<file path="src/sv/hsa_pkg.sv">
// ----------------------------------------------------------------------------
// HSL saturation adjust package
// Shared pixel sideband type and fixed-point constants.
// ----------------------------------------------------------------------------
package hsa_pkg;

    localparam int CH_W      = 8;
    localparam int SUM_W     = 9;
    localparam int SQ_W      = 17;
    localparam int INV_W     = 24;
    localparam int SNUM_W    = 24;
    localparam int INUM_W    = 33;

    localparam logic signed [7:0] INC_MAX   = 8'sd100;
    localparam logic signed [7:0] INC_MIN   = -8'sd100;
    localparam logic signed [7:0] INC_RESET = 8'sd50;
    localparam logic [7:0]        F_RESET   = 8'd150;
    localparam logic [SQ_W-1:0]   T_RESET   = 17'd32768;

    typedef struct packed {
        logic [CH_W-1:0]  b;
        logic [CH_W-1:0]  g;
        logic [CH_W-1:0]  r;
        logic [SUM_W-1:0] sum;
        logic             gray;
        logic [CH_W-1:0]  nb;
        logic [CH_W-1:0]  ng;
        logic [CH_W-1:0]  nr;
    } pix_t;

endpackage

</file>
<file path="src/sv/hsa_back.sv">
// ----------------------------------------------------------------------------
// HSL saturation adjust back end
// Applies the boost factor, rounds, saturates and selects the branch.
// ----------------------------------------------------------------------------
module hsa_back
    import hsa_pkg::*;
(
    input  logic             clk,
    input  logic             rst_n,
    input  logic             in_valid,
    input  logic [INV_W-1:0] in_inv,
    input  pix_t             in_pix,
    input  logic             inc_pos,
    output logic             done,
    output logic [CH_W-1:0]  blue,
    output logic [CH_W-1:0]  green,
    output logic [CH_W-1:0]  red
);

    logic               p_valid_reg;
    pix_t               p_pix_reg;
    logic signed [35:0] p_prod_reg [3];

    logic               q_valid_reg;
    logic [CH_W-1:0]    q_ch_reg [3];

    logic signed [24:0] alpha;
    logic signed [35:0] alpha36;
    logic signed [35:0] prod [3];
    logic [CH_W-1:0]    pch [3];
    logic [CH_W-1:0]    nch [3];
    logic [CH_W-1:0]    res [3];

    always_comb
    begin
        alpha   = $signed({1'b0, in_inv}) - 25'sd65536;
        alpha36 = {{11{alpha[24]}}, alpha};
        prod[0] = ($signed({27'b0, in_pix.b, 1'b0}) - $signed({27'b0, in_pix.sum})) * alpha36;
        prod[1] = ($signed({27'b0, in_pix.g, 1'b0}) - $signed({27'b0, in_pix.sum})) * alpha36;
        prod[2] = ($signed({27'b0, in_pix.r, 1'b0}) - $signed({27'b0, in_pix.sum})) * alpha36;
    end

    always_ff @(posedge clk or negedge rst_n)
    begin
        if (!rst_n)
        begin
            p_valid_reg <= 1'b0;
            q_valid_reg <= 1'b0;
        end
        else
        begin
            p_valid_reg <= in_valid;
            q_valid_reg <= p_valid_reg;
        end
    end

    always_ff @(posedge clk)
    begin
        p_pix_reg  <= in_pix;
        p_prod_reg <= prod;
    end

    always_comb
    begin
        pch[0] = p_pix_reg.b;
        pch[1] = p_pix_reg.g;
        pch[2] = p_pix_reg.r;
        nch[0] = p_pix_reg.nb;
        nch[1] = p_pix_reg.ng;
        nch[2] = p_pix_reg.nr;
        for (int i = 0; i < 3; i++)
        begin
            logic signed [35:0] num;
            logic [34:0]        rnd;
            logic [CH_W-1:0]    pos;
            num = $signed({11'b0, pch[i], 17'b0}) + p_prod_reg[i];
            rnd = num[34:0] + 35'd65536;
            if (num[35])
            begin
                pos = 8'd0;
            end
            else if (rnd[34:17] > 18'd255)
            begin
                pos = 8'd255;
            end
            else
            begin
                pos = rnd[24:17];
            end
            if (p_pix_reg.gray)
            begin
                res[i] = pch[i];
            end
            else if (inc_pos)
            begin
                res[i] = pos;
            end
            else
            begin
                res[i] = nch[i];
            end
        end
    end

    always_ff @(posedge clk)
    begin
        q_ch_reg <= res;
    end

    assign done  = q_valid_reg;
    assign blue  = q_ch_reg[0];
    assign green = q_ch_reg[1];
    assign red   = q_ch_reg[2];

endmodule

</file>
<file path="config.mk">
export PLATFORM = sky130hd
export DESIGN_NAME = hsa_back
export DESIGN_NICKNAME = d
export VERILOG_FILES = /design/src/sv/hsa_pkg.sv /design/src/sv/hsa_back.sv
export SDC_FILE = /design/constraint.sdc
export NUM_CORES = 2
export LEC_CHECK = 0
export BUFFER_PORTS_ARGS = -buffer_cell sky130_fd_sc_hd__buf_2
export CAP_MARGIN = 20
export CORE_MARGIN = 4
export CORE_UTILIZATION = 52
export DETAILED_ROUTE_END_ITERATION = 16
export PLACE_DENSITY = 0.78
export SLEW_MARGIN = 5
export SYNTH_ARGS = -nofsm -noshare
export SYNTH_HDL_FRONTEND = slang
export SYNTH_SLANG_ARGS = --single-unit
export TNS_END_PERCENT = 5
</file>
<file path="constraint.sdc">
create_clock -name clk -period 3.5 [get_ports clk]
set_input_delay 0.175 -clock clk [delete_from_list [all_inputs] [get_ports clk]]
set_output_delay 0.175 -clock clk [all_outputs]
set_load 0.05 [all_outputs]
</file>
==> impl_metrics.py <==
metrics = {
    "outcome": {
        "status": "finished with violations",
        "violations": "setup timing",
    },
    "timing": {
        "clock.fmax_ghz": 0.1484,
        "finalCriticalPeriod_ns": 6.739,
        "max_slew_margin": 0.5219,
        "skew_ns": 0.01152,
        "fin_ws_ns": -3.239,
        "slew_violations": 0,
        "max_slew.worst_pin.slew_ns": 0.7172,
        "rsz0062_at_grt": "true",
        "tns_ns": -164.41,
        "setup_viol": 64,
        "timing.final.crit_share": 1.925,
        "hold_viol": 0,
    },
    "detailed_routing": {
        "vias_per_cell": 5.437,
        "drt_iter0_drc": 1996,
        "antenna_left": 0,
        "firstDrtPassIters": 8,
        "finalWirelength_mm": 89.51,
        "drc_errors": 0,
        "wl_per_cell_um": 17.75,
        "vias": 27423,
    },
    "yosys": {
        "synth_top_flop_cell": "dfxtp_1",
        "synth_warnings": 0,
        "netlist-cell-type-count": 91,
        "ys_seq_area_frac": 0.08333,
        "synth_seq_cells": 132,
        "syn_nets": 4635,
        "async_reset_ff_frac": 0.01515,
        "synth-edff-count": 0,
        "synthCells": 3633,
        "synth_area_um2": 31830,
        "avgSynthCellArea_um2": 8.762,
    },
    "floorplanning": {
        "die-width_um": 255.4,
        "initial_core_util": 0.5264,
        "pin_count": 111,
        "dieArea_um2": 65240,
        "die-height_um": 255.4,
        "coreArea_um2": 60470,
        "rows": 90,
    },
    "placed_design": {
        "dpl.cell_count": 4935,
        "numPortBuffers": 110,
        "post_dp_cell_area_um2": 37420,
        "place_hpwl_mm": 74.22,
        "place.gp.congestion": 0.9538,
    },
    "clock_network": {
        "cts_buffer_depth": 2,
        "cts_max_level": 4,
        "clockRootBuffer": "clkbuf_16",
        "cts_buffers": 17,
        "clk_pin_slew_worst_paths_ns": 0.06,
        "clk_latency_ns": 0.45,
        "cts_sinks": 132,
        "cts_tree": "built",
    },
    "worst_setup_path": {
        "path_max_fanout": 5,
        "path_common_cell": "fa_2",
        "crit_slowest_cell": "fa_2",
        "cp_slowest_stage_delay_ns": 0.57,
        "crit_path_end_kind": "flip-flop",
        "worst_setup_path_start_kind": "primary input",
        "worst-endpoint-arrival_ns": 7.10,
        "required_ns": 3.87,
        "ff2ff_path_depth": 14,
        "crit_type": "primary input to flip-flop",
    },
    "cells_and_area": {
        "largest_register_ffs": 57,
        "final_design_area_no_fill_um2": 39490,
        "drive_above_1_share": 0.2141,
        "layout_common_cells": "784 x inv_1, 624 x fa_1, 541 x buf_4, 401 x nand2_1, 266 x ha_1",
        "final_common_cell": "inv_1",
        "fin_nets": 5248,
        "area_delta_synth_final_pct": 24.05,
        "final_cells": 5044,
    },
    "worst_hold_path": {
        "hp-class": "primary input to flip-flop",
        "min_path_cells": 2,
    },
    "global_route": {
        "grt_pass1_vias": 29541,
        "gr-total-overflow": 0,
        "grt_pass1_wl_mm": 147.4,
        "grt_usage": 0.2784,
        "grt_max_degree": 26,
        "antenna_found_initial": 5,
    },
    "run": {
        "drv.max_cap_violation_count": 0,
    },
}
==> metal layers <==
layer / wire, um / vias up / part of all wire / GRT usage
li1: - / 12452 / - / -
met2: 44190 / 1103 / 0.49 / 0.4844
met4: 5332 / 2 / 0.060 / 0.1413
met3: 6203 / 325 / 0.069 / 0.04704
met1: 33770 / 13541 / 0.38 / 0.3342
met5: 13 / - / 0.00015 / 0
==> stage by stage <==
step             util  worst slack, ns  hold slack [ns]
2_1_floorplan       -           -3.096          -0.1206
3_3_place_gp   0.6183           -3.741         -0.04049
3_5_place_dp   0.6188           -3.887         -0.03852
4_1_cts        0.6492           -3.156          0.01585
5_1_grt        0.6530           -3.487          0.02550
6_report       0.6530           -3.239          0.03687
==> kinds of logic (layout without fill, tap and decap cells) <==
kind of cell             after synthesis  count (layout)  share of synthesized area
AO/OA/AOI/OAI                        373             374                    0.08137
XOR/XNOR                             146             146                    0.04017
adder cells (fa/ha/maj)              916             916                     0.5100
buffers and inverters                935            1560                     0.1109
flip-flops                           132             132                    0.08333
multiplexers                           9               9                   0.002909
other                                  0               3                          0
AND/OR/NAND/NOR                     1122            1122                     0.1713
==> path summary, 6_finish.rpt <==
check | startpoint | endpoint | slack, ns
max in group asynchronous | rst_n | p_valid_reg | 3.36
worst max-delay path | in_pix[26] | p_prod_reg[32] | -3.24
worst min-delay path | in_pix[57] | p_pix_reg[57] | 0.04
worst min register to register | p_valid_reg | done | 0.35
min in group asynchronous | rst_n | done | 0.05
worst max register to register | p_prod_reg[53] | green[4] | -0.18
==> synthesized netlist by cell type (all sizes together), types with 8 or more instances <==
cell type / count / share of area
nor3: 103 / 0.016
a22o: 8 / 0.0022
o211ai: 16 / 0.0039
or2: 13 / 0.0026
nor4: 16 / 0.0031
and2: 163 / 0.032
a21o: 37 / 0.0087
a211oi: 17 / 0.0045
nor2: 204 / 0.024
o31ai: 8 / 0.0020
o21ai: 75 / 0.012
xnor2: 102 / 0.028
and4: 8 / 0.0022
o21a: 15 / 0.0036
fa: 636 / 0.40
nand3: 47 / 0.0083
a21boi: 17 / 0.0040
inv: 794 / 0.094
nand2b: 44 / 0.0086
a31oi: 22 / 0.0048
buf: 10 / 0.0018
a221oi: 8 / 0.0029
o21bai: 9 / 0.0021
or3: 13 / 0.0026
a22oi: 26 / 0.0066
nand4: 19 / 0.0037
clkbuf: 130 / 0.015
and3: 17 / 0.0033
a21oi: 70 / 0.011
xor2: 44 / 0.012
nand2: 407 / 0.048
ha: 280 / 0.11
nor3b: 14 / 0.0033
nor2b: 23 / 0.0045
dfxtp: 130 / 0.082
==> timing repair <==
action                                 CTS  global route
gates resized for setup                131            45
hold buffers                            48             0
gates cloned                             1             0
pin swaps                               78            40
setup endpoints to repair               74            81
buffers inserted                        25             4
endpoints found under the hold margin   49             0
==> critical path: cells and delay by family <==
family / cells / cell delay [ns]
compound gates: 12 / 2.27
fa+ha+maj: 7 / 2.99
buf+inv: 6 / 0.81
xor+xnor: 2 / 0.32
simple gates: 4 / 0.54
==> cell type report <==
class | instances | area, um2
multi-input cells | 2567 | 26520
fillers | 4498 | 20980
repair buffers | 733 | 5715
inverters | 795 | 2995
flip-flops and latches | 132 | 2653
well taps | 782 | 978.4
clock buffers | 19 | 442.9
clock inverters | 13 | 173.9
diodes | 3 | 7.507
Power is left out: the tool's default activity adds up to more than one toggle a clock period on the data nets, which glitch-free logic cannot reach.
