File: src/sv/hsa_pkg.sv
// ----------------------------------------------------------------------------
// HSL saturation adjust package
// Shared pixel sideband type and fixed-point constants.
// ----------------------------------------------------------------------------
package hsa_pkg;

    localparam int CH_W      = 8;
    localparam int SUM_W     = 9;
    localparam int SQ_W      = 17;
    localparam int INV_W     = 24;
    localparam int SNUM_W    = 24;
    localparam int INUM_W    = 33;

    localparam logic signed [7:0] INC_MAX   = 8'sd100;
    localparam logic signed [7:0] INC_MIN   = -8'sd100;
    localparam logic signed [7:0] INC_RESET = 8'sd50;
    localparam logic [7:0]        F_RESET   = 8'd150;
    localparam logic [SQ_W-1:0]   T_RESET   = 17'd32768;

    typedef struct packed {
        logic [CH_W-1:0]  b;
        logic [CH_W-1:0]  g;
        logic [CH_W-1:0]  r;
        logic [SUM_W-1:0] sum;
        logic             gray;
        logic [CH_W-1:0]  nb;
        logic [CH_W-1:0]  ng;
        logic [CH_W-1:0]  nr;
    } pix_t;

endpackage

File: src/sv/hsa_front.sv
// ----------------------------------------------------------------------------
// HSL saturation adjust front end
// Max, min, lightness terms, the gray-scaling branch and the saturation dividend.
// ----------------------------------------------------------------------------
module hsa_front
    import hsa_pkg::*;
(
    input  logic              clk,
    input  logic              rst_n,
    input  logic              in_valid,
    input  logic [CH_W-1:0]   blue,
    input  logic [CH_W-1:0]   green,
    input  logic [CH_W-1:0]   red,
    input  logic [7:0]        f,
    output logic              out_valid,
    output logic [SNUM_W-1:0] out_num,
    output logic [CH_W-1:0]   out_den,
    output pix_t              out_pix
);

    logic             a_valid_reg;
    logic [CH_W-1:0]  a_ch_reg [3];

    logic             b_valid_reg;
    logic [CH_W-1:0]  b_ch_reg [3];
    logic [SUM_W-1:0] b_sum_reg;
    logic [CH_W-1:0]  b_d_reg;
    logic [CH_W-1:0]  b_den_reg;
    logic [17:0]      b_nnum_reg [3];

    logic             c_valid_reg;
    logic [SNUM_W-1:0] c_num_reg;
    logic [CH_W-1:0]  c_den_reg;
    pix_t             c_pix_reg;

    logic [CH_W-1:0]  mx;
    logic [CH_W-1:0]  mn;
    logic [SUM_W-1:0] sum;
    logic [SUM_W-1:0] hi_den;
    logic [CH_W-1:0]  den;
    logic [15:0]      s100;
    logic signed [19:0] f_s;
    logic signed [19:0] nn [3];
    logic [17:0]      nnum [3];
    logic [CH_W-1:0]  nres [3];

    always_ff @(posedge clk or negedge rst_n)
    begin
        if (!rst_n)
        begin
            a_valid_reg <= 1'b0;
            b_valid_reg <= 1'b0;
            c_valid_reg <= 1'b0;
        end
        else
        begin
            a_valid_reg <= in_valid;
            b_valid_reg <= a_valid_reg;
            c_valid_reg <= b_valid_reg;
        end
    end

    always_comb
    begin
        mx = a_ch_reg[0];
        mn = a_ch_reg[0];
        for (int i = 1; i < 3; i++)
        begin
            if (a_ch_reg[i] > mx)
            begin
                mx = a_ch_reg[i];
            end
            if (a_ch_reg[i] < mn)
            begin
                mn = a_ch_reg[i];
            end
        end
        sum    = {1'b0, mx} + {1'b0, mn};
        hi_den = 9'd510 - sum;
        den    = (sum < 9'd255) ? sum[7:0] : hi_den[7:0];
        s100   = {7'b0, sum} * 16'd100;
        f_s    = $signed({12'b0, f});
        for (int i = 0; i < 3; i++)
        begin
            nn[i] = $signed({4'b0, s100})
                  + ($signed({11'b0, a_ch_reg[i], 1'b0}) - $signed({11'b0, sum})) * f_s;
            nnum[i] = nn[i][19] ? 18'd0 : nn[i][17:0];
        end
    end

    always_ff @(posedge clk)
    begin
        a_ch_reg[0] <= blue;
        a_ch_reg[1] <= green;
        a_ch_reg[2] <= red;
        b_ch_reg    <= a_ch_reg;
        b_sum_reg   <= sum;
        b_d_reg     <= mx - mn;
        b_den_reg   <= den;
        b_nnum_reg  <= nnum;
    end

    // Rounded division by 200 as a reciprocal multiply on the value shifted by three.
    always_comb
    begin
        for (int i = 0; i < 3; i++)
        begin
            logic [17:0] n;
            logic [30:0] p;
            n = b_nnum_reg[i] + 18'd100;
            p = {16'b0, n[17:3]} * 31'd41944;
            nres[i] = (p[30:20] > 11'd255) ? 8'd255 : p[27:20];
        end
    end

    always_ff @(posedge clk)
    begin
        c_num_reg      <= {b_d_reg, 16'b0} + {17'b0, b_den_reg[7:1]};
        c_den_reg      <= b_den_reg;
        c_pix_reg.b    <= b_ch_reg[0];
        c_pix_reg.g    <= b_ch_reg[1];
        c_pix_reg.r    <= b_ch_reg[2];
        c_pix_reg.sum  <= b_sum_reg;
        c_pix_reg.gray <= (b_d_reg == 8'd0);
        c_pix_reg.nb   <= nres[0];
        c_pix_reg.ng   <= nres[1];
        c_pix_reg.nr   <= nres[2];
    end

    assign out_valid = c_valid_reg;
    assign out_num   = c_num_reg;
    assign out_den   = c_den_reg;
    assign out_pix   = c_pix_reg;

endmodule

File: config.mk
export PLATFORM = sky130hd
export DESIGN_NAME = hsa_front
export DESIGN_NICKNAME = d
export VERILOG_FILES = /design/src/sv/hsa_pkg.sv /design/src/sv/hsa_front.sv
export SDC_FILE = /design/constraint.sdc
export NUM_CORES = 2
export LEC_CHECK = 0
export BUFFER_PORTS_ARGS = -buffer_cell sky130_fd_sc_hd__buf_2
export CAP_MARGIN = 25
export CORE_ASPECT_RATIO = 0.75
export CORE_UTILIZATION = 60
export CTS_BUF_LIST = sky130_fd_sc_hd__clkbuf_16
export CTS_CLUSTER_DIAMETER = 30
export DETAILED_ROUTE_END_ITERATION = 12
export PLACE_DENSITY = 0.78
export SETUP_SLACK_MARGIN = 0.4
export SKIP_CTS_REPAIR_TIMING = 1
export SLEW_MARGIN = 20
export SYNTH_ARGS = -nofsm -noshare
export SYNTH_HDL_FRONTEND = slang
export SYNTH_SLANG_ARGS = --single-unit
File: constraint.sdc
create_clock -name clk -period 15.8 [get_ports clk]
set_input_delay 0.79 -clock clk [delete_from_list [all_inputs] [get_ports clk]]
set_output_delay 0.79 -clock clk [all_outputs]
set_load 0.05 [all_outputs]
==> run summary <==
The flow ran to the end, and the final reports show no timing, DRC or antenna violations. Global-route layer with the greatest usage: met2. The maximum clock frequency was 77.0 MHz. By area the synthesized netlist is led by sky130_fd_sc_hd__fa_1 31%, sky130_fd_sc_hd__ha_1 23%, sky130_fd_sc_hd__dfxtp_1 13%, sky130_fd_sc_hd__inv_1 8.4%, sky130_fd_sc_hd__xnor2_1 3.2%. Subtracting the final worst setup slack from the clock period gives 12.99 ns.

The floorplan row count was 69. The first detailed-routing pass took 5 iterations. The met2 global-route usage was 0.439; the final antenna-violating net count was 0. The tools report the final number of max-transition violations as 0. The worst setup path is of the reg -> reg kind. The number of maximum-capacitance violations is 0, and the clock-pin slew of the registers on the worst-case setup and hold paths is 0.09 ns.

For this run, design rule violations remaining after detail routing come to 0. The share of the cycle needed by the critical path after routing is 0.822. The clock reaches the later pin of the worst-skew pair after 0.48 ns. The logs give 0.262 for the relative slew slack and 51400 um for the HPWL after detailed placement. The number of global-route vias before repair is 21300.

In the routed layout, each cell is associated on average with a via count of 5.36. For the pin with the worst max-slew slack, the measured transition is 1.10 ns. The run gives 0 as the total of warnings raised by yosys. After routing, the total negative slack on setup checks comes to 0 ns. The slowest library cell on the worst path is sky130_fd_sc_hd__a22oi_1. The worst clock skew is 0.0201 ns, and the detail-routed net length per standard cell is 16.4 um. The final-report hold violation count was 0; the total die area was 48700 um^2.

The tightest min-delay check is of the in -> async type. The met1 demand-to-capacity share in global routing was 0.356; the share of flip-flops with an asynchronous set or reset after synthesis was 0.0155. 0 antenna diodes ended up in the layout.

In this run the worst path has a maximum fanout of 16. In this run the critical register-to-register path is launched from a_ch_reg[21]. The height of the die works out to 191 um. At the worst endpoint, the arrival time is 13.33 ns. Fraction of final layout cells sized beyond drive strength 1: 0.0637. TritonCTS built the clock tree. The fraction of post-synthesis cell area in the top cell type by area is 0.314. The logs give 28700 um^2 for the cell area after synthesis and 47300 um^2 for the placeable core region.

The worst stage delay on the critical path is 0.88 ns, and the count of input and output buffers is 116. The net total in the final layout was 4015. The synthesized design contains 194 register bits. The run gives 0.607 as the initial standard-cell utilization of the core.

Synthesis handed over a netlist of 2901 instances. The library cell used as clock root buffer is sky130_fd_sc_hd__clkbuf_16. The boundary pin count is 126. In this run the number of H-tree levels came out at 4. Type of element capturing the critical path: a flip-flop. The first global-routing pass estimated 102000 um of wire. Setup violations remaining at the end of the flow were counted as 0. The synthesized netlist contains 66 unique library cells. The violation count after the first detailed-routing iteration came out at 902. The final layout contains routed wiring with a total length of 60000 um. The tools report the routability-driven placement congestion ratio as 0.934. Setup repair after global routing left no endpoint under its margin. Total routing resource utilization after global routing: 0.265.

The cell that appears most often on the critical path is sky130_fd_sc_hd__fa_1. The maximum clock path buffer count was 2; the number of flip-flops in the largest register was 58. For the global route total overflow, the log shows 0. The synthesized design contains 0 enable-type register cells. Counting every sink on the clock net gives 194. Each instance of the synthesized netlist takes up on average 9.89 um^2. The global routing usage on met3 is 0.0453. The most used flip-flop cell after synthesis is sky130_fd_sc_hd__dfxtp_1. The biggest area contributor in the post-synthesis netlist is sky130_fd_sc_hd__fa_1. From synthesis to final layout, the design area changed by 6.56%. The number of clock buffers inserted by TritonCTS was 17.

In this run the worst setup path begins at a_ch_reg[21]. The nature of the critical path startpoint is a flip-flop. The share of synthesized area occupied by flip-flops and latches is 0.136, and the number of antenna violations at the first check in global routing is 0.

The total number of vias came out at 19600. The die outline width was 255 um; the pin count of the biggest net entering global routing was 32. For the required time of the critical path, the log shows 16.14 ns.
## per-stage QoR
step / setup slack [ns] / instance area [um^2] / hold WS (ns) / cells / util
final: 2.81 / 30600 / 0.0762 / 3654 / 0.646
after global routing: 1.99 / 30600 / 0.0625 / 3654 / 0.646
after CTS: 2.77 / 30500 / 0.0539 / 3650 / 0.645
after detailed placement: 2.85 / 29900 / 0.312 / 3618 / 0.632
after global placement: 2.96 / 29900 / 0.311 / 3614 / 0.631
after floorplan: 4.18 / 28700 / 0.310 / 2909 / -
## synthesized netlist by cell type, types with 3 or more instances
master / n
sky130_fd_sc_hd__mux2i_1: 25
sky130_fd_sc_hd__ha_1: 528
sky130_fd_sc_hd__or3_1: 4
sky130_fd_sc_hd__and4_1: 5
sky130_fd_sc_hd__a21oi_2: 3
sky130_fd_sc_hd__or2_2: 6
sky130_fd_sc_hd__buf_4: 18
sky130_fd_sc_hd__o21ai_0: 31
sky130_fd_sc_hd__a21oi_1: 91
sky130_fd_sc_hd__nor2b_1: 24
sky130_fd_sc_hd__maj3_2: 7
sky130_fd_sc_hd__a21o_1: 49
sky130_fd_sc_hd__nand2b_1: 30
sky130_fd_sc_hd__inv_1: 639
sky130_fd_sc_hd__nand2_1: 155
sky130_fd_sc_hd__fa_1: 450
sky130_fd_sc_hd__o31ai_1: 3
sky130_fd_sc_hd__nor3b_1: 4
sky130_fd_sc_hd__and3_1: 14
sky130_fd_sc_hd__clkbuf_1: 29
sky130_fd_sc_hd__o21a_1: 11
sky130_fd_sc_hd__a31oi_1: 13
sky130_fd_sc_hd__o211ai_1: 3
sky130_fd_sc_hd__xor2_1: 74
sky130_fd_sc_hd__nor2_1: 117
sky130_fd_sc_hd__a2111oi_0: 6
sky130_fd_sc_hd__nand3_1: 23
sky130_fd_sc_hd__nand4_1: 15
sky130_fd_sc_hd__dfrtp_1: 3
sky130_fd_sc_hd__o21bai_1: 29
sky130_fd_sc_hd__buf_2: 5
sky130_fd_sc_hd__mux2_2: 6
sky130_fd_sc_hd__o41ai_1: 3
sky130_fd_sc_hd__dfxtp_1: 191
sky130_fd_sc_hd__and2_1: 116
sky130_fd_sc_hd__nor3_1: 15
sky130_fd_sc_hd__a211oi_1: 8
sky130_fd_sc_hd__o31a_1: 3
sky130_fd_sc_hd__maj3_1: 7
sky130_fd_sc_hd__a221oi_1: 3
sky130_fd_sc_hd__xnor2_1: 104
## final cells by class
cell class | count | area [um^2]
inverter | 639 | 2400
clock buffer | 17 | 425
multi-input combinational | 2023 | 22200
timing repair buffer | 127 | 658
sequential | 194 | 3900
clock inverter | 15 | 226
fill | 3780 | 16700
tap | 639 | 800
## worst max-delay path: cells and delay by family, from the launching register on
kind	cells	cell delay, ns
simple gates	3	0.32
mux	1	0.32
flops	1	0.49
compound gates	18	4.55
fa+ha+maj	13	5.18
buf+inv	6	0.61
xor+xnor	3	1.39
## final timing paths
path	end	slack, ns	depth (start not counted)
worst max register to register	b_nnum_reg[53]	2.81	44
max in group asynchronous	out_valid	15.62	1
worst min-delay path	b_valid_reg	0.08	1
worst max-delay path	b_nnum_reg[53]	2.81	44
min in group clk	out_pix[34]	0.32	0
worst min register to register	out_pix[34]	0.32	0
## per-layer routing
layer / up-vias / part of all wire / wire, um
li1: 9294 / - / -
met3: 103 / 0.050 / 2980
met2: 432 / 0.46 / 27800
met5: - / 0 / 0
met4: 0 / 0.025 / 1480
met1: 9743 / 0.46 / 27700
## layout by cell type, fill, tap and decap left out, types with 4 or more instances in the layout
cell                        netlist  layout
sky130_fd_sc_hd__inv_1          639     639
sky130_fd_sc_hd__ha_1           528     528
sky130_fd_sc_hd__fa_1           450     450
sky130_fd_sc_hd__dfxtp_1        191     191
sky130_fd_sc_hd__nand2_1        155     155
sky130_fd_sc_hd__buf_2            5     118
sky130_fd_sc_hd__nor2_1         117     117
sky130_fd_sc_hd__and2_1         116     116
sky130_fd_sc_hd__xnor2_1        104     101
sky130_fd_sc_hd__a21oi_1         91      91
sky130_fd_sc_hd__xor2_1          74      74
sky130_fd_sc_hd__a21o_1          49      49
sky130_fd_sc_hd__o21ai_0         31      31
sky130_fd_sc_hd__nand2b_1        30      30
sky130_fd_sc_hd__o21bai_1        29      29
sky130_fd_sc_hd__mux2i_1         25      25
sky130_fd_sc_hd__nor2b_1         24      24
sky130_fd_sc_hd__nand3_1         23      23
sky130_fd_sc_hd__clkbuf_16        0      17
sky130_fd_sc_hd__nor3_1          15      15
sky130_fd_sc_hd__nand4_1         15      15
sky130_fd_sc_hd__and3_1          14      14
sky130_fd_sc_hd__a31oi_1         13      13
sky130_fd_sc_hd__o21a_1          11      11
sky130_fd_sc_hd__conb_1           1       9
sky130_fd_sc_hd__a211oi_1         8       8
sky130_fd_sc_hd__maj3_1           7       7
sky130_fd_sc_hd__maj3_2           7       7
sky130_fd_sc_hd__buf_4           18       7
sky130_fd_sc_hd__or2_2            6       6
sky130_fd_sc_hd__mux2_2           6       6
sky130_fd_sc_hd__a2111oi_0        6       6
sky130_fd_sc_hd__and4_1           5       5
sky130_fd_sc_hd__clkinv_8         0       5
sky130_fd_sc_hd__or3_1            4       4
sky130_fd_sc_hd__nor3b_1          4       4
sky130_fd_sc_hd__inv_12           0       4
## cell families (layout without fill, tap and decap cells)
family                     after synthesis  count (layout)  synth area share
adders and majority gates              992             992             0.549
buffers and inverters                  692             798            0.0933
and+or+nand+nor                        534             534            0.0923
AOI/OAI and AO/OA                      278             278            0.0633
DFF                                    194             194             0.136
xor gates and xnor gates               178             178            0.0543
muxes                                   32              32            0.0115
other                                    1               9          0.000131
Power is left out: the tool's default activity adds up to more than one toggle a clock period on the data nets, which glitch-free logic cannot reach.
