File: src/sv/hsa_pkg.sv
// ----------------------------------------------------------------------------
// HSL saturation adjust package
// Shared pixel sideband type and fixed-point constants.
// ----------------------------------------------------------------------------
package hsa_pkg;

    localparam int CH_W      = 8;
    localparam int SUM_W     = 9;
    localparam int SQ_W      = 17;
    localparam int INV_W     = 24;
    localparam int SNUM_W    = 24;
    localparam int INUM_W    = 33;

    localparam logic signed [7:0] INC_MAX   = 8'sd100;
    localparam logic signed [7:0] INC_MIN   = -8'sd100;
    localparam logic signed [7:0] INC_RESET = 8'sd50;
    localparam logic [7:0]        F_RESET   = 8'd150;
    localparam logic [SQ_W-1:0]   T_RESET   = 17'd32768;

    typedef struct packed {
        logic [CH_W-1:0]  b;
        logic [CH_W-1:0]  g;
        logic [CH_W-1:0]  r;
        logic [SUM_W-1:0] sum;
        logic             gray;
        logic [CH_W-1:0]  nb;
        logic [CH_W-1:0]  ng;
        logic [CH_W-1:0]  nr;
    } pix_t;

endpackage

File: src/sv/hsa_div_pipe.sv
// ----------------------------------------------------------------------------
// Pipelined restoring divider
// One quotient bit per register stage; sideband data travels alongside.
// ----------------------------------------------------------------------------
module hsa_div_pipe
    import hsa_pkg::*;
#(
    parameter int NUM_W = 24,
    parameter int DEN_W = 8,
    parameter int QUO_W = 17,
    parameter int SB_W  = 1
)
(
    input  logic             clk,
    input  logic             rst_n,
    input  logic             in_valid,
    input  logic [NUM_W-1:0] in_num,
    input  logic [DEN_W-1:0] in_den,
    input  logic [SB_W-1:0]  in_sb,
    output logic             out_valid,
    output logic [QUO_W-1:0] out_quo,
    output logic [SB_W-1:0]  out_sb
);

    logic             valid_reg [QUO_W];
    logic [DEN_W-1:0] rem_reg   [QUO_W];
    logic [QUO_W-1:0] lo_reg    [QUO_W];
    logic [QUO_W-1:0] quo_reg   [QUO_W];
    logic [DEN_W-1:0] den_reg   [QUO_W];
    logic [SB_W-1:0]  sb_reg    [QUO_W];

    logic             valid_src [QUO_W];
    logic [DEN_W-1:0] rem_src   [QUO_W];
    logic [QUO_W-1:0] lo_src    [QUO_W];
    logic [QUO_W-1:0] quo_src   [QUO_W];
    logic [DEN_W-1:0] den_src   [QUO_W];
    logic [SB_W-1:0]  sb_src    [QUO_W];

    genvar k;
    generate
        for (k = 0; k < QUO_W; k++)
        begin : g_stage
            logic [DEN_W:0]   trial;
            logic             ge;
            logic [DEN_W:0]   diff;

            if (k == 0)
            begin : g_first
                assign valid_src[k] = in_valid;
                assign rem_src[k]   = DEN_W'(in_num[NUM_W-1:QUO_W]);
                assign lo_src[k]    = in_num[QUO_W-1:0];
                assign quo_src[k]   = '0;
                assign den_src[k]   = in_den;
                assign sb_src[k]    = in_sb;
            end
            else
            begin : g_next
                assign valid_src[k] = valid_reg[k-1];
                assign rem_src[k]   = rem_reg[k-1];
                assign lo_src[k]    = lo_reg[k-1];
                assign quo_src[k]   = quo_reg[k-1];
                assign den_src[k]   = den_reg[k-1];
                assign sb_src[k]    = sb_reg[k-1];
            end

            assign trial = {rem_src[k], lo_src[k][QUO_W-1]};
            assign ge    = (trial >= {1'b0, den_src[k]});
            assign diff  = trial - {1'b0, den_src[k]};

            always_ff @(posedge clk or negedge rst_n)
            begin
                if (!rst_n)
                begin
                    valid_reg[k] <= 1'b0;
                end
                else
                begin
                    valid_reg[k] <= valid_src[k];
                end
            end

            always_ff @(posedge clk)
            begin
                rem_reg[k] <= ge ? diff[DEN_W-1:0] : trial[DEN_W-1:0];
                lo_reg[k]  <= {lo_src[k][QUO_W-2:0], 1'b0};
                quo_reg[k] <= {quo_src[k][QUO_W-2:0], ge};
                den_reg[k] <= den_src[k];
                sb_reg[k]  <= sb_src[k];
            end
        end
    endgenerate

    assign out_valid = valid_reg[QUO_W-1];
    assign out_quo   = quo_reg[QUO_W-1];
    assign out_sb    = sb_reg[QUO_W-1];

endmodule

File: config.mk
export PLATFORM = sky130hd
export DESIGN_NAME = hsa_div_pipe
export DESIGN_NICKNAME = d
export VERILOG_FILES = /design/src/sv/hsa_pkg.sv /design/src/sv/hsa_div_pipe.sv
export SDC_FILE = /design/constraint.sdc
export NUM_CORES = 1
export LEC_CHECK = 0
export BUFFER_PORTS_ARGS = -buffer_cell sky130_fd_sc_hd__buf_4
export CORE_MARGIN = 3
export CORE_UTILIZATION = 45
export CTS_CLUSTER_DIAMETER = 200
export DETAILED_ROUTE_END_ITERATION = 16
export GPL_ROUTABILITY_DRIVEN = 0
export PLACE_DENSITY = 0.72
export REMOVE_ABC_BUFFERS = 1
export SYNTH_ARGS = -nofsm -noshare
export SYNTH_HDL_FRONTEND = slang
export SYNTH_SLANG_ARGS = --single-unit
File: constraint.sdc
create_clock -name clk -period 2.17 [get_ports clk]
set_input_delay 0.217 -clock clk [delete_from_list [all_inputs] [get_ports clk]]
set_output_delay 0.217 -clock clk [all_outputs]
set_load 0.01 [all_outputs]
==> flow_results.org, run 1 <==
** Status
- The flow ran to the end, and the final reports show no timing, DRC or antenna violations.

** Timing
- After layout, the worst path uses 96.6% of the clock period.
- In this run the tightest slew margin relative to its limit is around half.
- Final number of max-transition violations :: 0
- Clock Skew :: 8.32 ps
- After routing, the total negative slack on setup checks comes to 0 ps.
- Post-layout minimum cycle time :: 2100 ps
- RSZ-0062 raised after global routing :: no
- Number of failing hold endpoints at the final stage :: 0
- Final setup violating endpoints :: 0
- Worst-Margin Slew :: 748 ps
- F_max :: 477 MHz

** GRT
- The initial antenna violation count is 0.
- After global routing the overflow that remains totals 0.
- Combined global-route utilization of all metal layers :: 13.9%
- Maximum number of pins on one net before global-route repair :: 18
- Vias in the first global route :: 11800
- Wire length of the first global-routing pass :: 52900 um

** Worst setup path
- Minimum setup slack among reg-to-reg paths :: approximately 120 ps
- Reg-to-Reg Start :: den_reg[0][35]$_DFF_P_
- STA classifies the critical path startpoint as an input port.
- The critical path is of the in2reg type.
- The worst register-to-register path ends at rem_reg[0][45]$_DFF_P_.
- STA classifies the critical path endpoint as a flip-flop.
- Critical path fanouts, max :: 8
- The number of cells on the worst reg-to-reg path is 7.
- Data on the critical path is required at its endpoint by 2640 ps.
- Data arrives at the worst endpoint at roughly 2600 ps.

** Yosys
- Yosys printed 0 warnings.
- Post-synth EDFFs :: 0
- Dividing the synthesized area by the synthesized cell count gives 11.6 um^2.
- Share of async-settable or async-resettable flops after synthesis :: roughly 2.9%
- Most common flop cell mapped by yosys :: sky130_fd_sc_hd__dfxtp_1
- Of the synthesized area, sequential elements account for 60.3%.
- Cell count after synthesis :: 1664
- Total of flip-flops plus latches after synthesis :: 579
- Summing every instance area after synthesis gives ~19000 um^2.
- Unique masters post-synth :: 63

** Final layout
- Net count reported at finish :: between 2000 and 2500
- Commonest non-fill, non-tap cell in the layout :: sky130_fd_sc_hd__dfxtp_1
- Finished Core Util :: a little over half
- Fill count :: 3547
- In the layout the commonest cells are sky130_fd_sc_hd__dfxtp_1 (562), sky130_fd_sc_hd__inv_1 (168), sky130_fd_sc_hd__ha_1 (136).
- Relative area change from synthesis to final layout :: 18.1%
- Max reg flops :: 153
- Antenna diodes :: 0
- In the final layout, the share of cells above drive strength 1 is 14.3%.

** Drt
- The first detailed-routing pass took 5 iterations.
- The routed layout has 11700 vias.
- Once detail routing completed, the nets flagged for antenna violations numbered 0.
- Vias per cell :: 4.84
- After the first detailed-routing iteration, the DRC count stood at 470.
- Routed WL :: around 31000 um
- # DRC :: 0
- Dividing the detail-routed wire length by the instance count gives ~13 um.

** Pwr
- Switching power :: 0.0108 W
- Switching share of power :: a little under a third
- Internal power contribution :: 0.0242 W
- Worst-case vdd ir drop :: about 0.68 mV
- Registers are responsible for 41.0% of the overall power.
- Power spread over the standard cell area amounts to 1530 nW/um^2.
- Logic gate share of total power :: 32.2%
- In this run, the clock network consumes 26.8% of the power.
- Summed over all cells, the static leakage comes to around 10 nW.

** Floorplanning
- Row generation in the floorplan step produced 75 rows.
- Die H :: 214 um
- During I/O placement, the number of pins put on the boundary was 55.
- The die is about 210 um wide.
- Overall die area :: 45600 um^2
- Once the floorplan was initialized, standard cells occupied between 40 and 50% of the core.
- The core region is approximately 42000 um^2.

** Clock tree
- CTS buffer count :: 57
- The clock drives 579 sinks.
- Maximum number of buffers from clock root to sink :: 3
- In this run the number of H-tree levels came out at 2.
- TritonCTS built the clock tree.
- The later pin in the worst-skew pair is clocked with a latency of about 600 ps.
- Clock root buffer :: sky130_fd_sc_hd__clkbuf_16
- Clock-pin slew on the worst setup and hold paths :: 60 ps

** Hold path
- In this run the most critical hold path is launched from in_num[14].
- Worst min-delay path category :: in2reg
- Hold Path End :: lo_reg[0][14]$_DFF_P_
- The worst hold path was traced through 2 stages.

** Flow run
- Max-Cap Viols :: 0

** Place
- The count of buffers added on input and output ports is 54.
- Final HPWL from detailed placement :: 21900 um
[worst max-delay path: stages]
cell and delay [ps]:
sky130_fd_sc_hd__dlygate4sd3_1 530, sky130_fd_sc_hd__buf_4 100, sky130_fd_sc_hd__inv_1 40, sky130_fd_sc_hd__ha_1 220
sky130_fd_sc_hd__fa_2 350, sky130_fd_sc_hd__nand2b_4 170, sky130_fd_sc_hd__a21oi_4 140, sky130_fd_sc_hd__o2111ai_2 170
sky130_fd_sc_hd__a21oi_4 200, sky130_fd_sc_hd__buf_12 140, sky130_fd_sc_hd__mux2_4 300
[what timing repair did]
item	in CTS	in global routing
resized for setup	0	4
setup endpoints to repair	0	48
hold buffers	36	0
setup buffers	0	11
endpoints found under the hold margin	51	0
[per-stage QoR]
step	power [W]	hold slack [ps]	cells	setup WS (ps)	cell area (um^2)
after floorplan	0.0226	-78.6	1650	48.2	19300
after detailed placement	0.0255	91.9	2272	-44.6	20600
after CTS	0.0352	223	2411	42.2	22800
final	0.0350	268	2422	74.3	22900
after global routing	0.0374	236	2422	3.12	22900
after global placement	0.0250	78.5	2272	-24.0	20600
[power by group through the flow]
stage	Combinational [W]	Sequential [W]	Clock, W
finish	0.0113	0.0143	0.00938
global route	0.0127	0.0146	0.0102
CTS	0.0110	0.0144	0.00973
detailed placement	0.0109	0.0146	0
global placement	0.0105	0.0146	0
floorplan	0.00834	0.0143	0
[routing by layer]
layer | vias to the layer above | GRT usage (%) | wire (um)
li1 | 6003 | - | -
met1 | 5451 | 16.6 | 13600
met2 | 181 | 24.3 | 15100
met3 | 92 | 3.54 | 1320
met4 | 0 | 5.45 | 1050
met5 | - | 0 | 0
[cell type report]
class / instances / area [um^2] / area share, %
Sequential cell: 579 / 11700 / 51.0
Multi-Input combinational cell: 892 / 6950 / 30.4
Clock buffer: 83 / 1660 / 7.27
Timing Repair Buffer: 130 / 1090 / 4.77
Tap cell: 539 / 674 / 2.95
Inverter: 179 / 672 / 2.94
Clock inverter: 20 / 163 / 0.711
[synth_stat cells, types with 16 or more instances]
| library cell | n | area (um^2) |
|---|---|---|
| sky130_fd_sc_hd__dfxtp_1 | 562 | 11300 |
| sky130_fd_sc_hd__inv_1 | 168 | 631 |
| sky130_fd_sc_hd__ha_1 | 136 | 1700 |
| sky130_fd_sc_hd__nand2_1 | 108 | 405 |
| sky130_fd_sc_hd__o21ai_0 | 104 | 521 |
| sky130_fd_sc_hd__a21oi_1 | 73 | 365 |
| sky130_fd_sc_hd__o21ai_1 | 33 | 165 |
| sky130_fd_sc_hd__nor2_1 | 32 | 120 |
| sky130_fd_sc_hd__nand2b_1 | 28 | 175 |
| sky130_fd_sc_hd__o21a_1 | 27 | 203 |
| sky130_fd_sc_hd__xor2_1 | 26 | 228 |
| sky130_fd_sc_hd__o31ai_1 | 23 | 173 |
| sky130_fd_sc_hd__and2_1 | 22 | 138 |
| sky130_fd_sc_hd__xnor2_1 | 21 | 184 |
| sky130_fd_sc_hd__nor2b_1 | 19 | 119 |
| sky130_fd_sc_hd__a211oi_1 | 17 | 128 |
| sky130_fd_sc_hd__dfrtp_1 | 17 | 425 |
| sky130_fd_sc_hd__fa_1 | 16 | 320 |
[cells by family after synthesis]
logic type,synth area share (%)
flip-flops,60.3
AO/OA/AOI/OAI,13.4
AND/OR/NAND/NOR,7.51
buffers and inverters,3.94
adder cells (fa/ha/maj),10.4
XOR/XNOR,2.12
multiplexers,2.37
[worst max path at each step]
stage / to / slack [ps] / start
floorplan: rem_reg[0][2]$_DFF_P_ / 50 / in_num[16]
global placement: rem_reg[0][6]$_DFF_P_ / -20 / in_num[16]
detailed placement: rem_reg[0][3]$_DFF_P_ / -40 / in_num[16]
CTS: rem_reg[0][3]$_DFF_P_ / 40 / in_num[16]
global route: rem_reg[0][95]$_DFF_P_ / 3 / den_reg[0][81]$_DFF_P_
finish: rem_reg[0][3]$_DFF_P_ / 70 / in_num[16]
Note: power is estimated with default switching activity, not from simulation.
==> run 2, diff against run 1 <==
--- a/config.mk
+++ b/config.mk
@@ -6,12 +6,14 @@
 export NUM_CORES = 1
 export LEC_CHECK = 0
 export BUFFER_PORTS_ARGS = -buffer_cell sky130_fd_sc_hd__buf_4
+export CELL_PAD_IN_SITES_DETAIL_PLACEMENT = 1
+export CELL_PAD_IN_SITES_GLOBAL_PLACEMENT = 1
 export CORE_MARGIN = 3
-export CORE_UTILIZATION = 45
+export CORE_UTILIZATION = 50
 export CTS_CLUSTER_DIAMETER = 200
 export DETAILED_ROUTE_END_ITERATION = 16
 export GPL_ROUTABILITY_DRIVEN = 0
-export PLACE_DENSITY = 0.72
+export PLACE_DENSITY = 0.89
 export REMOVE_ABC_BUFFERS = 1
 export SYNTH_ARGS = -nofsm -noshare
 export SYNTH_HDL_FRONTEND = slang
==> run 2 against run 1 <==
  * The run now ends with negative setup slack left
  * Register-to-register slack got worse by 40 ps
  * Setup slack got worse by 93 ps
  * Non-clock buffer count rose by 11
  * Total power rose by 6.9%
  * Core utilization rose by 7.0 points
==> flow_results.org, run 2 (synthesis results as in run 1) <==
** Status
- Outcome :: complete, but fails checks
- The final reports fail on negative setup slack.

** Place
- The wire-length estimate of the detail-placed layout is 27600 um.
- Setup slack at placement :: -151 ps
- Number of buffers inserted by port buffering :: 54
- The placed instances occupy a cell area of between 20000 and 25000 um^2.

** Pwr
- Combinational logic burns about 33% of the power.
- Total power per unit cell area :: approximately 1600 nW/um^2
- Switching power :: 0.0120 W
- Switching share of power :: between 30% and 40%
- In this run the static leakage power is 10.4 nW.
- Register share of total power :: 38.8%
- Internal power comes to 0.0254 W.
- Worst-case vdd ir drop :: 1.07 mV
- Clock share of power :: 28.3%

** GRT
- Vias in the first global route :: 14000
- Wire length of the first global-routing pass :: 70500 um
- Summed over all layers, the global routing overflow is 0.
- For this run, the total global-route usage over all layers was measured as between 20% and 30%.
- The initial antenna violation count is 1.
- Entering global routing, the biggest net connects 18 pins.

** Final layout
- The finished cells cover 23200 um^2.
- Finished Core Util :: 61.2%
- Relative area change from synthesis to final layout :: 19.8%
- Fraction of final layout cells sized beyond drive strength 1 :: 15.8%
- Leading cell types in the layout, fill and taps excluded :: sky130_fd_sc_hd__dfxtp_1 (562), sky130_fd_sc_hd__inv_1 (168), sky130_fd_sc_hd__ha_1 (135)
- Fill cells in the final layout number 3854.
- The register with the most flip-flops in the layout has 153 of them.
- Leaving out fill and tap cells, the most frequent cell in the layout is sky130_fd_sc_hd__dfxtp_1.
- Combined area of the multi-input logic cells :: roughly 7000 um^2
- Sequential cell area :: approximately 12000 um^2
- The net count of the finished layout is 2036.

** Clock tree
- TritonCTS built the clock tree.
- The later pin in the worst-skew pair is clocked with a latency of just over 600 ps.
- Maximum number of buffers from clock root to sink :: 3
- The cell sitting at the root of the clock tree is a sky130_fd_sc_hd__clkbuf_16.
- CTS buffer count :: 55
- Deepest level of the CTS H-tree :: 2
- Clock-pin slew on the worst setup and hold paths :: 70 ps
- Counting every sink on the clock net gives approximately 580.

** Drt
- Drt wl/cell :: 18.1 um
- The detailed router placed between 10000 and 15000 vias in this run.
- The first detailed-routing pass ran for 5 iterations.
- After detailed routing, the number of remaining DRC violations is 0.
- Dividing the detail-routed via count by the number of cells gives 5.18.
- Routed WL :: ~44000 um
- After the first detailed-routing iteration, the DRC count stood at 591.
- Post-detailed-route count of antenna-violating nets :: 0

** Timing
- Hold timing on the final database bottoms out at a slack of 189 ps.
- F_max :: around 460 MHz
- Final number of max-transition violations :: 0
- Setup slack on the critical path of the routed design comes to -18.4 ps.
- Final setup violating endpoints :: 3
- The routed design could run at a clock period as short as 2190 ps.
- At the pin with the least slew margin, the transition time is 682 ps.
- For the final database, setup skew stands at 18.6 ps.
- Summed negative setup slack over all endpoints :: -32.2 ps
- Worst slew margin :: 53.4%
- Setup repair after global routing could not meet its margin everywhere.
- Share of the clock period used by the worst path after layout :: 101%
- The number of hold violations in the final report came to 0.

** Flow run
- Across the run, the number of max-cap violations was 0.

** Worst setup path
- Number of cells on the worst reg-to-reg path :: 8
- Crit path capture type :: flip-flop
- Critical path fanouts, max :: 6
- STA puts the critical path data arrival time at 2680 ps.
- Setup crit start kind :: input port
- Worst EP required :: approximately 2700 ps
- The critical path is of the in2reg type.

** Hold path
- The worst hold path belongs to the class in2reg.
- The worst hold path was traced through 4 stages.

** Floorplanning
- The floorplan step defined a core boundary enclosing 37900 um^2.
- Overall die area :: 41200 um^2
- The floorplan step set the die width to roughly 200 um.
- Core Rows :: 71
- Initial cell density of the core :: 51.1%
- Die H :: 203 um
- Pin placement for this block handled 55 I/O pins.
==> run 2: cell types whose count changed in the layout (fill, tap and decap cells not counted), sizes merged, moves of 2 or more <==
cell	change
clkbuf	-8
buf	+10
inv	+2
clkinv	-5
bufinv	+10
clkinvlp	+2
==> run 2: timing repair <==
item	4_1_cts	5_1_grt
setup endpoints to repair	6	87
buffers inserted	2	13
hold buffers	37	0
resized for setup	0	29
hold endpoints to repair	51	0
pin swaps	2	11
==> run 2: path summary, 6_finish.rpt <==
path | startpoint | to | slack [ps]
setup reg to reg | lo_reg[0][15]$_DFF_P_ | rem_reg[0][14]$_DFF_P_ | 80
max in group asynchronous | rst_n | valid_reg[12]$_DFF_PN0_ | 970
hold / removal | in_den[0] | rem_reg[0][1]$_DFF_P_ | 190
hold reg to reg | lo_reg[0][30]$_DFF_P_ | lo_reg[0][47]$_DFF_P_ | 310
min in group asynchronous | rst_n | valid_reg[14]$_DFF_PN0_ | 760
setup / recovery | in_num[17] | rem_reg[0][4]$_DFF_P_ | -20
==> run 2: power groups by stage <==
stage / sequential [W] / clock [W] / combinational (W)
final: 0.0145 / 0.0106 / 0.0123
after global routing: 0.0148 / 0.0113 / 0.0137
after CTS: 0.0145 / 0.0108 / 0.0118
after detailed placement: 0.0147 / 0 / 0.0114
after global placement: 0.0146 / 0 / 0.0106
after floorplan: 0.0143 / 0 / 0.00834
==> run 2: layout make-up <==
type / instances / share of cell area [%]
sequential: 579 / 50.3
antenna: 1 / 0.0108
tap: 511 / 2.76
inverter: 179 / 2.90
clock buffer: 75 / 6.77
multi-input combinational: 892 / 30.2
timing repair buffer: 141 / 5.04
clock inverter: 29 / 2.03
==> run 2: per-layer routing <==
metal	vias to the layer above	wire length [um]	global-route usage (%)
li1	6020	-	-
met1	6049	17100	22.4
met2	251	23000	40.4
met3	150	1630	4.17
met4	0	1910	8.66
met5	-	0	0
==> run 2: critical path, cell delays in order <==
cell	delay (ps)
sky130_fd_sc_hd__dlygate4sd3_1	550
sky130_fd_sc_hd__buf_4	130
sky130_fd_sc_hd__inv_1	80
sky130_fd_sc_hd__fa_1	480
sky130_fd_sc_hd__nand2b_4	190
sky130_fd_sc_hd__a21oi_4	160
sky130_fd_sc_hd__o2111ai_2	180
sky130_fd_sc_hd__a21oi_4	220
sky130_fd_sc_hd__buf_6	170
sky130_fd_sc_hd__mux2_4	310
==> run 2: per-stage QoR <==
step | std cells | power, W
2_1_floorplan | 1650 | 0.0226
3_3_place_gp | 2250 | 0.0252
3_5_place_dp | 2250 | 0.0261
4_1_cts | 2393 | 0.0372
5_1_grt | 2407 | 0.0397
6_report | 2407 | 0.0374
